$ cat config.mk
export PLATFORM = sky130hd
export DESIGN_NAME = bpp_ctrl
export DESIGN_NICKNAME = d
export VERILOG_FILES = /design/src/rtl/core/bpp_pkg.sv /design/src/rtl/core/bpp_ctrl.sv
export SDC_FILE = /design/constraint.sdc
export NUM_CORES = 1
export LEC_CHECK = 0
export ABC_AREA = 1
export BUFFER_PORTS_ARGS = -buffer_cell sky130_fd_sc_hd__buf_4
export CAP_MARGIN = 20
export CORE_ASPECT_RATIO = 1.2
export CORE_MARGIN = 8
export CORE_UTILIZATION = 54
export CTS_CLUSTER_DIAMETER = 150
export DETAILED_ROUTE_END_ITERATION = 7
export GPL_TIMING_DRIVEN = 1
export PLACE_DENSITY = 0.85
export SLEW_MARGIN = 10
export SYNTH_ARGS = -nofsm -noshare
export SYNTH_HDL_FRONTEND = slang
export SYNTH_SLANG_ARGS = --single-unit
$ cat constraint.sdc
create_clock -name clk -period 2.6 [get_ports clk]
set_input_delay 0.65 -clock clk [delete_from_list [all_inputs] [get_ports clk]]
set_output_delay 0.65 -clock clk [all_outputs]
set_load 0.02 [all_outputs]
$ cat src/rtl/core/bpp_pkg.sv
// ----------------------------------------------------------------------------
// bpp_pkg
// Shared types and constants of the binomial profit probability block.
// ----------------------------------------------------------------------------
package bpp_pkg;

  localparam int unsigned PROB_W     = 17;
  localparam int unsigned PAYOUT_W   = 16;
  localparam int unsigned CFG_DATA_W = 17;
  localparam int unsigned CFG_IDX_W  = 1;
  localparam int unsigned Q16_SHIFT  = 16;

  localparam logic [PROB_W-1:0] PROB_ONE = 17'd65536;

  localparam logic [CFG_IDX_W-1:0] CFG_WIN_PROBABILITY = 1'b0;
  localparam logic [CFG_IDX_W-1:0] CFG_PAYOUT_MULTIPLE = 1'b1;

  localparam logic [PROB_W-1:0]   WIN_PROB_RESET = 17'd32768;
  localparam logic [PAYOUT_W-1:0] PAYOUT_RESET   = 16'd512;

  typedef enum logic [2:0] {
    ST_IDLE,
    ST_INIT,
    ST_ROW,
    ST_ROW_WAIT,
    ST_TAIL,
    ST_TAIL_WAIT,
    ST_DONE
  } state_t;

  typedef struct packed {
    logic clr_acc;
    logic init;
    logic upd_vld;
    logic upd_first;
    logic upd_last;
    logic sum_vld;
    logic load_out;
  } cmd_t;

  typedef struct packed {
    logic pipe_empty;
    logic out_busy;
  } sts_t;

endpackage

$ cat src/rtl/core/bpp_ctrl.sv
// ----------------------------------------------------------------------------
// bpp_ctrl
// Sequencer that walks the rows of the binomial recurrence and the tail sum.
// ----------------------------------------------------------------------------
module bpp_ctrl #(
  parameter int unsigned MAX_BETS = 255,
  parameter int unsigned IDX_W    = 8
) (
  input  logic             clk,
  input  logic             rst_n,
  input  logic             in_valid,
  output logic             in_ready,
  input  logic [7:0]       in_bet_count,
  input  logic [15:0]      in_stake,
  output bpp_pkg::cmd_t    cmd,
  output logic [IDX_W-1:0] idx,
  output logic [IDX_W-1:0] n,
  input  bpp_pkg::sts_t    sts
);

  localparam int unsigned CMP_W = (IDX_W > 8) ? IDX_W : 8;

  bpp_pkg::state_t  state_r, state_nxt;
  logic [IDX_W-1:0] n_r, n_nxt;
  logic [IDX_W-1:0] j_r, j_nxt;
  logic [IDX_W-1:0] i_r, i_nxt;
  logic [CMP_W-1:0] bc_ext;
  logic [IDX_W-1:0] n_sat;
  logic             stake_zero;

  assign bc_ext     = CMP_W'(in_bet_count);
  assign n_sat      = (bc_ext > CMP_W'(MAX_BETS)) ? IDX_W'(MAX_BETS) : IDX_W'(bc_ext);
  assign stake_zero = (in_stake == 16'd0);

  always_ff @(posedge clk) begin
    if (!rst_n) begin
      state_r <= bpp_pkg::ST_IDLE;
      n_r     <= '0;
      j_r     <= '0;
      i_r     <= '0;
    end else begin
      state_r <= state_nxt;
      n_r     <= n_nxt;
      j_r     <= j_nxt;
      i_r     <= i_nxt;
    end
  end

  always_comb begin
    state_nxt = state_r;
    unique case (state_r)
      bpp_pkg::ST_IDLE: begin
        if (in_valid) begin
          state_nxt = stake_zero ? bpp_pkg::ST_DONE : bpp_pkg::ST_INIT;
        end
      end
      bpp_pkg::ST_INIT: begin
        state_nxt = (n_r == '0) ? bpp_pkg::ST_TAIL : bpp_pkg::ST_ROW;
      end
      bpp_pkg::ST_ROW: begin
        if (i_r == '0) begin
          state_nxt = bpp_pkg::ST_ROW_WAIT;
        end
      end
      bpp_pkg::ST_ROW_WAIT: begin
        if (sts.pipe_empty) begin
          state_nxt = (j_r == n_r) ? bpp_pkg::ST_TAIL : bpp_pkg::ST_ROW;
        end
      end
      bpp_pkg::ST_TAIL: begin
        if (i_r == n_r) begin
          state_nxt = bpp_pkg::ST_TAIL_WAIT;
        end
      end
      bpp_pkg::ST_TAIL_WAIT: begin
        if (sts.pipe_empty) begin
          state_nxt = bpp_pkg::ST_DONE;
        end
      end
      bpp_pkg::ST_DONE: begin
        if (!sts.out_busy) begin
          state_nxt = bpp_pkg::ST_IDLE;
        end
      end
      default: state_nxt = bpp_pkg::ST_IDLE;
    endcase
  end

  always_comb begin
    n_nxt = n_r;
    j_nxt = j_r;
    i_nxt = i_r;
    unique case (state_r)
      bpp_pkg::ST_IDLE: begin
        if (in_valid) begin
          n_nxt = n_sat;
        end
      end
      bpp_pkg::ST_INIT: begin
        j_nxt = '0;
        i_nxt = (n_r == '0) ? '0 : IDX_W'(1);
      end
      bpp_pkg::ST_ROW: begin
        if (i_r == '0) begin
          j_nxt = j_r + IDX_W'(1);
        end else begin
          i_nxt = i_r - IDX_W'(1);
        end
      end
      bpp_pkg::ST_ROW_WAIT: begin
        if (sts.pipe_empty) begin
          i_nxt = (j_r == n_r) ? '0 : j_r + IDX_W'(1);
        end
      end
      bpp_pkg::ST_TAIL: begin
        if (i_r != n_r) begin
          i_nxt = i_r + IDX_W'(1);
        end
      end
      bpp_pkg::ST_TAIL_WAIT, bpp_pkg::ST_DONE: begin
        i_nxt = i_r;
      end
      default: i_nxt = i_r;
    endcase
  end

  always_comb begin
    cmd      = '0;
    in_ready = 1'b0;
    unique case (state_r)
      bpp_pkg::ST_IDLE: begin
        in_ready    = 1'b1;
        cmd.clr_acc = in_valid;
      end
      bpp_pkg::ST_INIT: begin
        cmd.init = 1'b1;
      end
      bpp_pkg::ST_ROW: begin
        cmd.upd_vld   = 1'b1;
        cmd.upd_first = (i_r == j_r + IDX_W'(1));
        cmd.upd_last  = (i_r == '0);
      end
      bpp_pkg::ST_TAIL: begin
        cmd.sum_vld = 1'b1;
      end
      bpp_pkg::ST_DONE: begin
        cmd.load_out = !sts.out_busy;
      end
      bpp_pkg::ST_ROW_WAIT, bpp_pkg::ST_TAIL_WAIT: begin
        cmd = '0;
      end
      default: cmd = '0;
    endcase
  end

  assign idx = i_r;
  assign n   = n_r;

endmodule

# == Word level (Yosys, flattened, before mapping) ==
# Cells that the tools add are included.
# totals
regBits,27
input_bits,29
output_inout_bits,24
wordCells,62
# classes
addsub,3
n_lt_le_gt_ge,1
eq_ne,18
n_mux,25
reduce_logical,11
# op_table
operator,n
$mux 8,6
$pmux 8 s4,1
$mux 3,10
$eq 8x8->1,3
$pmux 3 s7,1
$add 8x1->8 const B,2
$logic_not 16->1,1
$logic_not 8->1,2
$ne 2x2->1 const B,8
$pmux 8 s2,1
$eq 3x3->1 const B,3
$gt 8x8->1 const B,1
$ne 8x8->1,1
$sub 8x1->8 const B,1
$eq 3x2->1 const B,2
$mux 1,6
$reduce_and 6->1,1
$reduce_and 2->1,2
$reduce_and 4->1,1
$reduce_bool 4->1,1
$eq 3x1->1 const B,1
$logic_not 3->1,1
$reduce_bool 2->1,1
$logic_not 1->1,1

# == Longest topological paths before layout ==
# Gate-level depths: netlist of run 1.
# logic_depth
word_depth,4
ltp_mapped,12
ltp_nobuf,12

# == Least setup slack after synthesis of run 1 ==
# Ideal clock, no wire load.
# synth_path
kind,reg-to-output
from,reg j_r[0]
to,out cmd[3] (netlist name)
arrival_ns,1.578
required_time_ns,1.950
setup_slack_ns,0.372
stages_incl_launch_ff,12
cell_sequence,dfxtp_1 > ha_1 > nand3_1 > nor2_1 > nand2_1 > nand2_1 > nand2_1 > nand2_1 > o21ai_0 > nor2_1 > nand2_1 > nor2_1
# synth_rtl
element,line_no,source
from (decl),bpp_ctrl.sv:25,"logic [IDX_W-1:0] j_r, j_nxt;"
from (signal assigned),bpp_ctrl.sv:44,j_r <= j_nxt;
to (decl),bpp_ctrl.sv:15,"output bpp_pkg::cmd_t cmd,"

==> results of run 1 <==
## power by group through the flow
stage	clock, W	sequential [W]	combinational [W]
after floorplan	0	0.000682	0.00113
after global placement	0	0.000644	0.00162
after detailed placement	0	0.000650	0.00166
after CTS	0.000250	0.000640	0.00166
final	0.000254	0.000644	0.00168
after global routing	0.000268	0.000658	0.00188
## metrics by stage
stage / std cells / utilization [%] / cell area (µm²)
floorplan: 387 / - / 2250
global placement: 491 / 68.3 / 2710
detailed placement: 491 / 68.3 / 2710
CTS: 495 / 69.4 / 2760
global route: 496 / 70.7 / 2810
finish: 496 / 70.7 / 2810
## state kept, by name, indices dropped and copies added (netlist names)
| signal | flops |
|---|---|
| idx | 8 |
| j_r | 8 |
| n | 8 |
| state_r | 3 |
## area by class of cell
| class | instances | area (µm²) | share of cell area [%] |
|---|---|---|---|
| clock buffer | 3 | 41.3 | 1.47 |
| inverter | 54 | 205 | 7.31 |
| timing repair buffer | 56 | 420 | 15.0 |
| clock inverter | 1 | 5.00 | 0.178 |
| tap | 54 | 67.6 | 2.41 |
| sequential | 27 | 548 | 19.5 |
| multi-input combinational | 301 | 1520 | 54.1 |
## how the worst min path moves through the flow
stage,to,start,cells past startpoint
after CTS,j_r[7],j_r[7],2
after detailed placement,j_r[7],j_r[7],2
final,j_r[1],j_r[1],2
after global placement,j_r[1],j_r[1],2
after global routing,j_r[1],j_r[1],2
after floorplan,j_r[7],j_r[7],2
## routing by layer
metal	GRT usage (%)	vias up	share of wire, %
met4	8.93	0	2.1
met1	22.3	1158	41
met3	2.42	15	5.8
li1	-	1324	-
met2	36.2	75	51
met5	0	-	0
## kinds of logic (layout without fill, tap and decap cells)
| group | after synthesis | count (layout) | synth area share [%] |
|---|---|---|---|
| AOI/OAI and AO/OA | 48 | 48 | 11.3 |
| xor gates and xnor gates | 17 | 17 | 6.61 |
| adders and majority gates | 8 | 8 | 4.77 |
| buffers and inverters | 59 | 114 | 10.1 |
| DFF | 27 | 27 | 24.0 |
| and+or+nand+nor | 228 | 228 | 43.3 |
## cells in the final DEF (no fill, tap or decap), drive strengths merged
master	count
a21oi	33
buf	56
clkbuf	3
clkinv	2
dfxtp	27
fa	1
ha	7
inv	53
nand2	142
nand3	29
nand3b	1
nand4	4
nor2	43
nor3	1
nor4	1
o21ai	14
o21bai	1
or2	7
xnor2	14
xor2	3
## worst reg2reg max path, delay by kind of cell, from the launching register on
family          cells  cell delay (ps)
fa+ha+maj           1              480
buf+inv             2              270
compound gates      2              130
flops               1              490
simple gates        6              720
## timing repair
action | 4_1_cts | 5_1_grt
gates resized for setup | 0 | 14
setup endpoints to repair | 0 | 1
setup buffers | 0 | 1
==> results, run 1 <==
- The flow ran to the end, and the final reports show no timing, DRC or antenna violations.
- The total wire length is between 6 and 7 mm.
- Ranked by instance count, the synthesized netlist is headed by sky130_fd_sc_hd__nand2_1 (138), sky130_fd_sc_hd__inv_1 (49), sky130_fd_sc_hd__nor2_1 (39).
- The class of the most critical hold timing path is reg -> reg.
- The per-cell routed wire length is 13.2 µm.
- The most used flip-flop cell after synthesis is sky130_fd_sc_hd__dfxtp_1.
- Dividing the detail-routed via count by the number of cells gives roughly 5.2.
- In this run the number of cells on the critical path is 10.
- For the final routed database, the setup TNS stands at 0 ps.
- The net count after synthesis is 424.
- The slowest stage of the critical path is the sky130_fd_sc_hd__dfxtp_4 cell.
- Pin placement for this block handled 53 I/O pins.
- The cell class contributing the biggest share of worst-path delay is simple AND/OR/NAND/NOR gates.
- The first global-routing pass estimated around 11 mm of wire.
- For flop-to-flop paths, the worst setup slack is 390 ps.
- The synthesized netlist occupies a cell area of 2250 µm².
- The setup slack of the critical path after layout is 129 ps.
- The core box area is 3970 µm².
- Port buffering added 52 buffers.
- The remaining antenna violation count after routing is 0.
- The total number of H-tree levels is 1.
- Setup violations remaining at the end of the flow were counted as 0.
- Combinational logic is responsible for 65.2% of the overall power.
- The via count of the first global-routing pass is 2,530.
- The layout has 351 filler cells.
- The overall power consumption is 0.00258 W.
- The net switching share of the total power is a little over half.
- The relative slew slack is 58.1%.
- The final-layout worst hold slack is 523 ps.
- The floorplan step set the die height to roughly 87 µm.
- The total via count in the routed design is 2,572.
- The largest fanout of any net on the critical path is 4.
- The cell accounting for the most synthesized area is sky130_fd_sc_hd__dfxtp_1.
- Buffers inserted to repair hold after CTS numbered 0.
- For this design the total switching power over the nets is 0.00134 W.
- Counting distinct cell types in the post-synthesis netlist gives 29.
- The die covers 6500 µm².
- In the final layout, the share of cells above drive strength 1 is 21.0%.
- The register clock-pin slew on the reported worst setup and hold paths is 100 ps.
- In this run the static leakage power is 1.39 nW.
- The overall die width is 75.0 µm.
- For the pin with the worst max-slew slack, the measured transition is 625 ps.
- The critical path ends at cmd[3].
- The clock skew is 6.91 ps.
- The number of antenna violations at the first check in global routing is 0.
- The half-perimeter wire length after detailed placement is 5.09 mm.
- The synthesized design devotes to its leading area cell type 24.0% of total area.
- Global routing used 20.1% of the available tracks across all layers.
- sky130_fd_sc_hd__nand2_1 is the most common cell in the netlist.
- The share of total power dissipated in the clock network is between 9 and 10%.
- The most critical setup path has its startpoint at j_r[1].
- The kind of end point of the critical path is an output pin.
- The highest attainable clock frequency is between 400 and 500 MHz.
- The number of clock buffers added by TritonCTS is 3.
- The total overflow left after global routing is 0.
- Routability-driven placement finished with a final weighted congestion of 0.891.
- The post-synthesis async set-or-reset flop share is 0%.
- Per report_power, the sequential group accounts for 24.9% of the total.
- For this configuration, the core starts out at a cell density of 56.7%.
- The biggest cell delay along the critical path is 380 ps.
- In this run, the number of DRC markers left after iteration 0 of detailed routing was ~180.
- The final critical path takes up 95.0% of the cycle.
- The cell depth of the worst flop-to-flop path is 11.
- The number of antenna diodes in the final layout is 0.
- The worst setup path is launched from a flop.
- The number of hold violations in the final report is 0.
- The number of rows in the core area is 25.
- The synthesized design contains 27 register bits.
- The worst setup slack after placement is approximately 340 ps.
- Data on the critical path is required at its endpoint by 1950 ps.
- The total iterations of the first detailed-routing run is 4.
- The number of slew-limit violations in the final report came to 0.
- Sequential elements use about a quarter of the synthesized area.
- At the later pin of the worst-skew pair, clock insertion delay measures 280 ps.
- Setup repair after global routing left no endpoint under its margin.
- The time the final worst path needs with I/O delays and setup is 2470 ps.
- Together, buffers and inverters on the worst path number 1.
- Yosys attributes the largest share of cell area to sky130_fd_sc_hd__dfxtp_1 (24%), sky130_fd_sc_hd__nand2_1 (23%), sky130_fd_sc_hd__inv_1 (8.2%).
- The endpoint identified for the worst register-to-register timing path is idx[4].
- By startpoint and endpoint, the worst setup path is classified as reg -> out.
- The worst register-to-register path begins at state_r[1].
- For this run, the post-layout net count is 480.
- The number of enable flip-flop cells after synthesis is 0.
- TritonCTS built the clock tree.
- The critical path goes through ha_4 > or2_2 > nand2_1 > xor2_1 > nor2_1 > o21ai_0 > nor2_1 > nand2_1 > nor2_1 > buf_4.
- The gate count after technology mapping is around 390.
- Entering global routing, the biggest net connects 19 pins.
- From synthesis to final layout, the design area changed by 24.6%.
- The longest clock path from root to sink contains 2 buffers.
- A synthesized cell averages 5.82 µm².
- After detailed routing, the number of remaining DRC violations is 0.
- The tool flagged a number of max-cap violations equal to 0.
- The endpoint arrival time on the critical path is 1820 ps.
- The clock sink count is 27.
- The design internal power is 0.00124 W.
- The power per standard cell area is 919 nW/µm².
- Yosys printed 0 warnings.
- The library cell appearing most often on the critical path is sky130_fd_sc_hd__nor2_1.
- The worst ir drop on vdd is ~0.64 mV.
- The root buffer cell is sky130_fd_sc_hd__clkbuf_8.
No activity file was read; power rests on OpenSTA's default activity.
==> run 2: changes to the inputs <==
--- a/config.mk
+++ b/config.mk
@@ -14,7 +14,7 @@
 export CTS_CLUSTER_DIAMETER = 150
 export DETAILED_ROUTE_END_ITERATION = 7
 export GPL_TIMING_DRIVEN = 1
-export PLACE_DENSITY = 0.85
+export PLACE_DENSITY = 0.88
 export SLEW_MARGIN = 10
 export SYNTH_ARGS = -nofsm -noshare
 export SYNTH_HDL_FRONTEND = slang
==> results, run 2 (same netlist as run 1, synthesis figures left out) <==
- Run status: finished clean (unchanged).
- The half-perimeter wire length after detailed placement came to 5.26 mm (was 5.09 mm).
- The footprint of the multi-input gates was 1530 µm² (was 1520 µm²).
- The signed area change from the synthesized netlist to the final layout is 25.2% (was 24.6%).
- The setup slack of the critical path after layout is 115 ps (was 129 ps).
- The number of slew-limit violations in the final report is 0 (unchanged).
- The register clock-pin slew on the reported worst setup and hold paths is 100 ps (about the same).
- The total DRC errors in the routed layout is 0 (unchanged).
- The initial cell density of the core is 56.7% (unchanged).
- The static leakage power is 1.39 nW (about the same).
- The clock sink count is 27 (unchanged).
- The biggest cell delay along the critical path is 390 ps (was 380 ps).
- The met3 routing resource usage after global routing is 2.77% (was 2.42%).
- The required time of the worst setup path is 1950 ps (about the same).
- The final global-route overflow total was 0 (unchanged).
- The cell class contributing the biggest share of worst-path delay is simple AND/OR/NAND/NOR gates (unchanged).
- The overall power consumption is 0.00261 W (was 0.00258 W).
- The share of layout cells above drive strength 1 is 21.2% (was 21.0%).
- The root buffer cell was sky130_fd_sc_hd__clkbuf_8 (unchanged).
- The core box area is 3970 µm² (unchanged).
- The class of the most critical hold timing path is reg -> reg (unchanged).
- The worst ir drop on vdd came to 0.640 mV (was 0.641 mV).
- The commonest non-fill, non-tap cell in the layout is sky130_fd_sc_hd__nand2_1 (unchanged).
- The total via count in the routed design was 2,611 (was 2,572).
- The number of setup violations in the final report is 0 (unchanged).
- The per-cell routed wire length is 13.6 µm (was 13.2 µm).
- The number of cells traversed by the worst hold path is 2 (unchanged).
- The buffer levels on the longest clock path is 2 (unchanged).
- The overall die width is 75.0 µm (unchanged).
- The library cell appearing most often on the critical path is sky130_fd_sc_hd__nand2_1 (was sky130_fd_sc_hd__nor2_1).
- The area occupied by registers was 547 µm² (was 548 µm²).
- The global router's overall resource usage was 20.9% (was 20.1%).
- The relative slew slack is 59.0% (was 58.1%).
- The final period utilization was 95.6% (was 95.0%).
- The routing usage on met1 is 24.2% (was 22.3%).
- The number of nets in the finished design is 481 (was 480).
- The average via count per standard cell is 5.25 (was 5.19).
- The clock skew is 5.49 ps (was 6.91 ps).
- The number of non-filler instances in the completed layout is 497 (was 496).
- The worst setup slack after placement came to 308 ps (was 340 ps).
- The number of diodes is 0 (unchanged).
- The sum of buffers and inverters on the critical path is 1 (unchanged).
- The total wire length came to 6.74 mm (was 6.56 mm).
- The wire length of the first global-routing pass is 10.8 mm (was 10.6 mm).
- The port buffer count is 52 (unchanged).
- The time the final worst path needs with I/O delays and setup was 2490 ps (was 2470 ps).
- The remaining antenna violation count after routing was 0 (unchanged).
- The clock insertion delay at the later pin of the skew report came to 290 ps (was 280 ps).
- The filler cell count was 379 (was 351).
- The critical-path cell with the highest stage delay is sky130_fd_sc_hd__dfxtp_4 (unchanged).
- The number of placed instances, taps included is 492 (was 491).
- The via count of the first global-routing pass is 2,421 (was 2,530).
- The total iterations of the first detailed-routing run is 4 (unchanged).
- The largest net degree at the start of global routing was 19 (unchanged).
- The number of buffers created by CTS is 3 (unchanged).
- The highest attainable clock frequency is 402 MHz (was 405 MHz).
- The startpoint of the most critical hold path is j_r[1] (unchanged).
- The height of the chip was 86.8 µm (unchanged).
- The met2 capacity usage during global routing is 36.7% (was 36.2%).
- The CTS tree is done (unchanged).
- The terminating pin of the worst hold path is j_r[1] (unchanged).
- The number of antenna violations at the first check in global routing is 0 (unchanged).
- The final weighted congestion in routability-driven placement is 0.903 (was 0.891).
- The full die area came to 6500 µm² (unchanged).
- The cell depth of the worst flop-to-flop path is 11 (unchanged).
- The startpoint type of the worst setup path was a flop (unchanged).
- Highest-count cells in the layout ignoring fill and taps: sky130_fd_sc_hd__nand2_1 (136), sky130_fd_sc_hd__buf_4 (57), sky130_fd_sc_hd__inv_1 (48) (was sky130_fd_sc_hd__nand2_1 (137), sky130_fd_sc_hd__buf_4 (56), sky130_fd_sc_hd__inv_1 (48)).
- The endpoint arrival time on the critical path is 1840 ps (was 1820 ps).
- The slew of the pin with the lowest slew margin came to 611 ps (was 625 ps).
- The most crowded layer after global routing is met2 (unchanged).
- The origin of the worst setup path is j_r[1] (unchanged).
- The number of hold violations in the final report is 0 (unchanged).
- The kind of critical path is reg -> out (unchanged).
- The worst reg-to-reg setup slack is 370 ps (was 390 ps).
- The startpoint of the worst-slack reg-to-reg timing path is state_r[1] (unchanged).
- The largest fanout of any net on the critical path is 5 (was 4).
- The number of DRC violations after detailed-routing iteration 0 was 262 (was 175).
- The total number of H-tree levels was 1 (unchanged).
- The number of rows in the core area is 25 (unchanged).
- The kind of end point of the critical path is an output pin (unchanged).
- The I/O pin count is 53 (unchanged).
- The reported max-cap violation count is 0 (unchanged).
- Cell-by-cell trace of the critical path: ha_4 > nand3_2 > nor2_4 > nand2_1 > nand2_1 > nand2_2 > nand2_1 > o21ai_0 > nor2_1 > nand2_1 > nor2_1 > buf_4 (was ha_4 > or2_2 > nand2_1 > xor2_1 > nor2_1 > o21ai_0 > nor2_1 > nand2_1 > nor2_1 > buf_4).
- The reg-to-reg critical path endpoint is idx[4] (unchanged).
- The power per standard cell area came to 923 nW/µm² (was 919 nW/µm²).
- The total stage count of the critical path came to 12 (was 10).
-- run 2: routing by layer --
layer  wire length, µm  vias up
li1                  -     1318
met3               457       16
met5                 0        -
met2              3380       94
met4               162        0
met1              2740     1183
-- run 2: tightest hold or removal path: stages, from the launching register on --
cell,delay [ps]
sky130_fd_sc_hd__dfxtp_4,380
sky130_fd_sc_hd__nand2_1,60
sky130_fd_sc_hd__a21oi_1,50
-- run 2: where the power goes --
part           total, W  internal, W  switching, W
Combinational   0.00170     0.000636       0.00106
Sequential     0.000641     0.000496      0.000144
Clock          0.000265     0.000110      0.000155
-- run 2: worst max-delay path by stage --
stage,end,slack (ps)
6_report,cmd[3],110
5_1_grt,cmd[3],-20
4_1_cts,cmd[3],40
2_1_floorplan,cmd[3],370
3_3_place_gp,cmd[3],380
3_5_place_dp,cmd[3],310
-- run 2: repair_timing --
item                                    in CTS  in global routing
resized for setup                            1                 15
pin swaps                                    0                  7
endpoints found under the setup margin       1                  1
setup buffers                                0                  1
endpoints found under the hold margin        0                  0
hold buffers                                 0                  0
-- run 2: cell type report --
| type | count | area share, % |
|---|---|---|
| multi-input cells | 301 | 54.1 |
| inverters | 54 | 7.27 |
| repair buffers | 57 | 15.2 |
| clock buffers | 3 | 1.46 |
| flip-flops and latches | 27 | 19.4 |
| well taps | 54 | 2.39 |
| clock inverters | 1 | 0.266 |
-- run 2: metrics by stage --
| step | cell area [µm²] | util (%) | hold WS (ps) | setup TNS [ps] |
|---|---|---|---|---|
| 2_1_floorplan | 2250 | - | 477 | 0 |
| 3_3_place_gp | 2720 | 68.4 | 503 | 0 |
| 3_5_place_dp | 2720 | 68.4 | 510 | 0 |
| 4_1_cts | 2770 | 69.7 | 499 | 0 |
| 5_1_grt | 2820 | 71.0 | 557 | -22.3 |
| 6_report | 2820 | 71.0 | 518 | 0 |
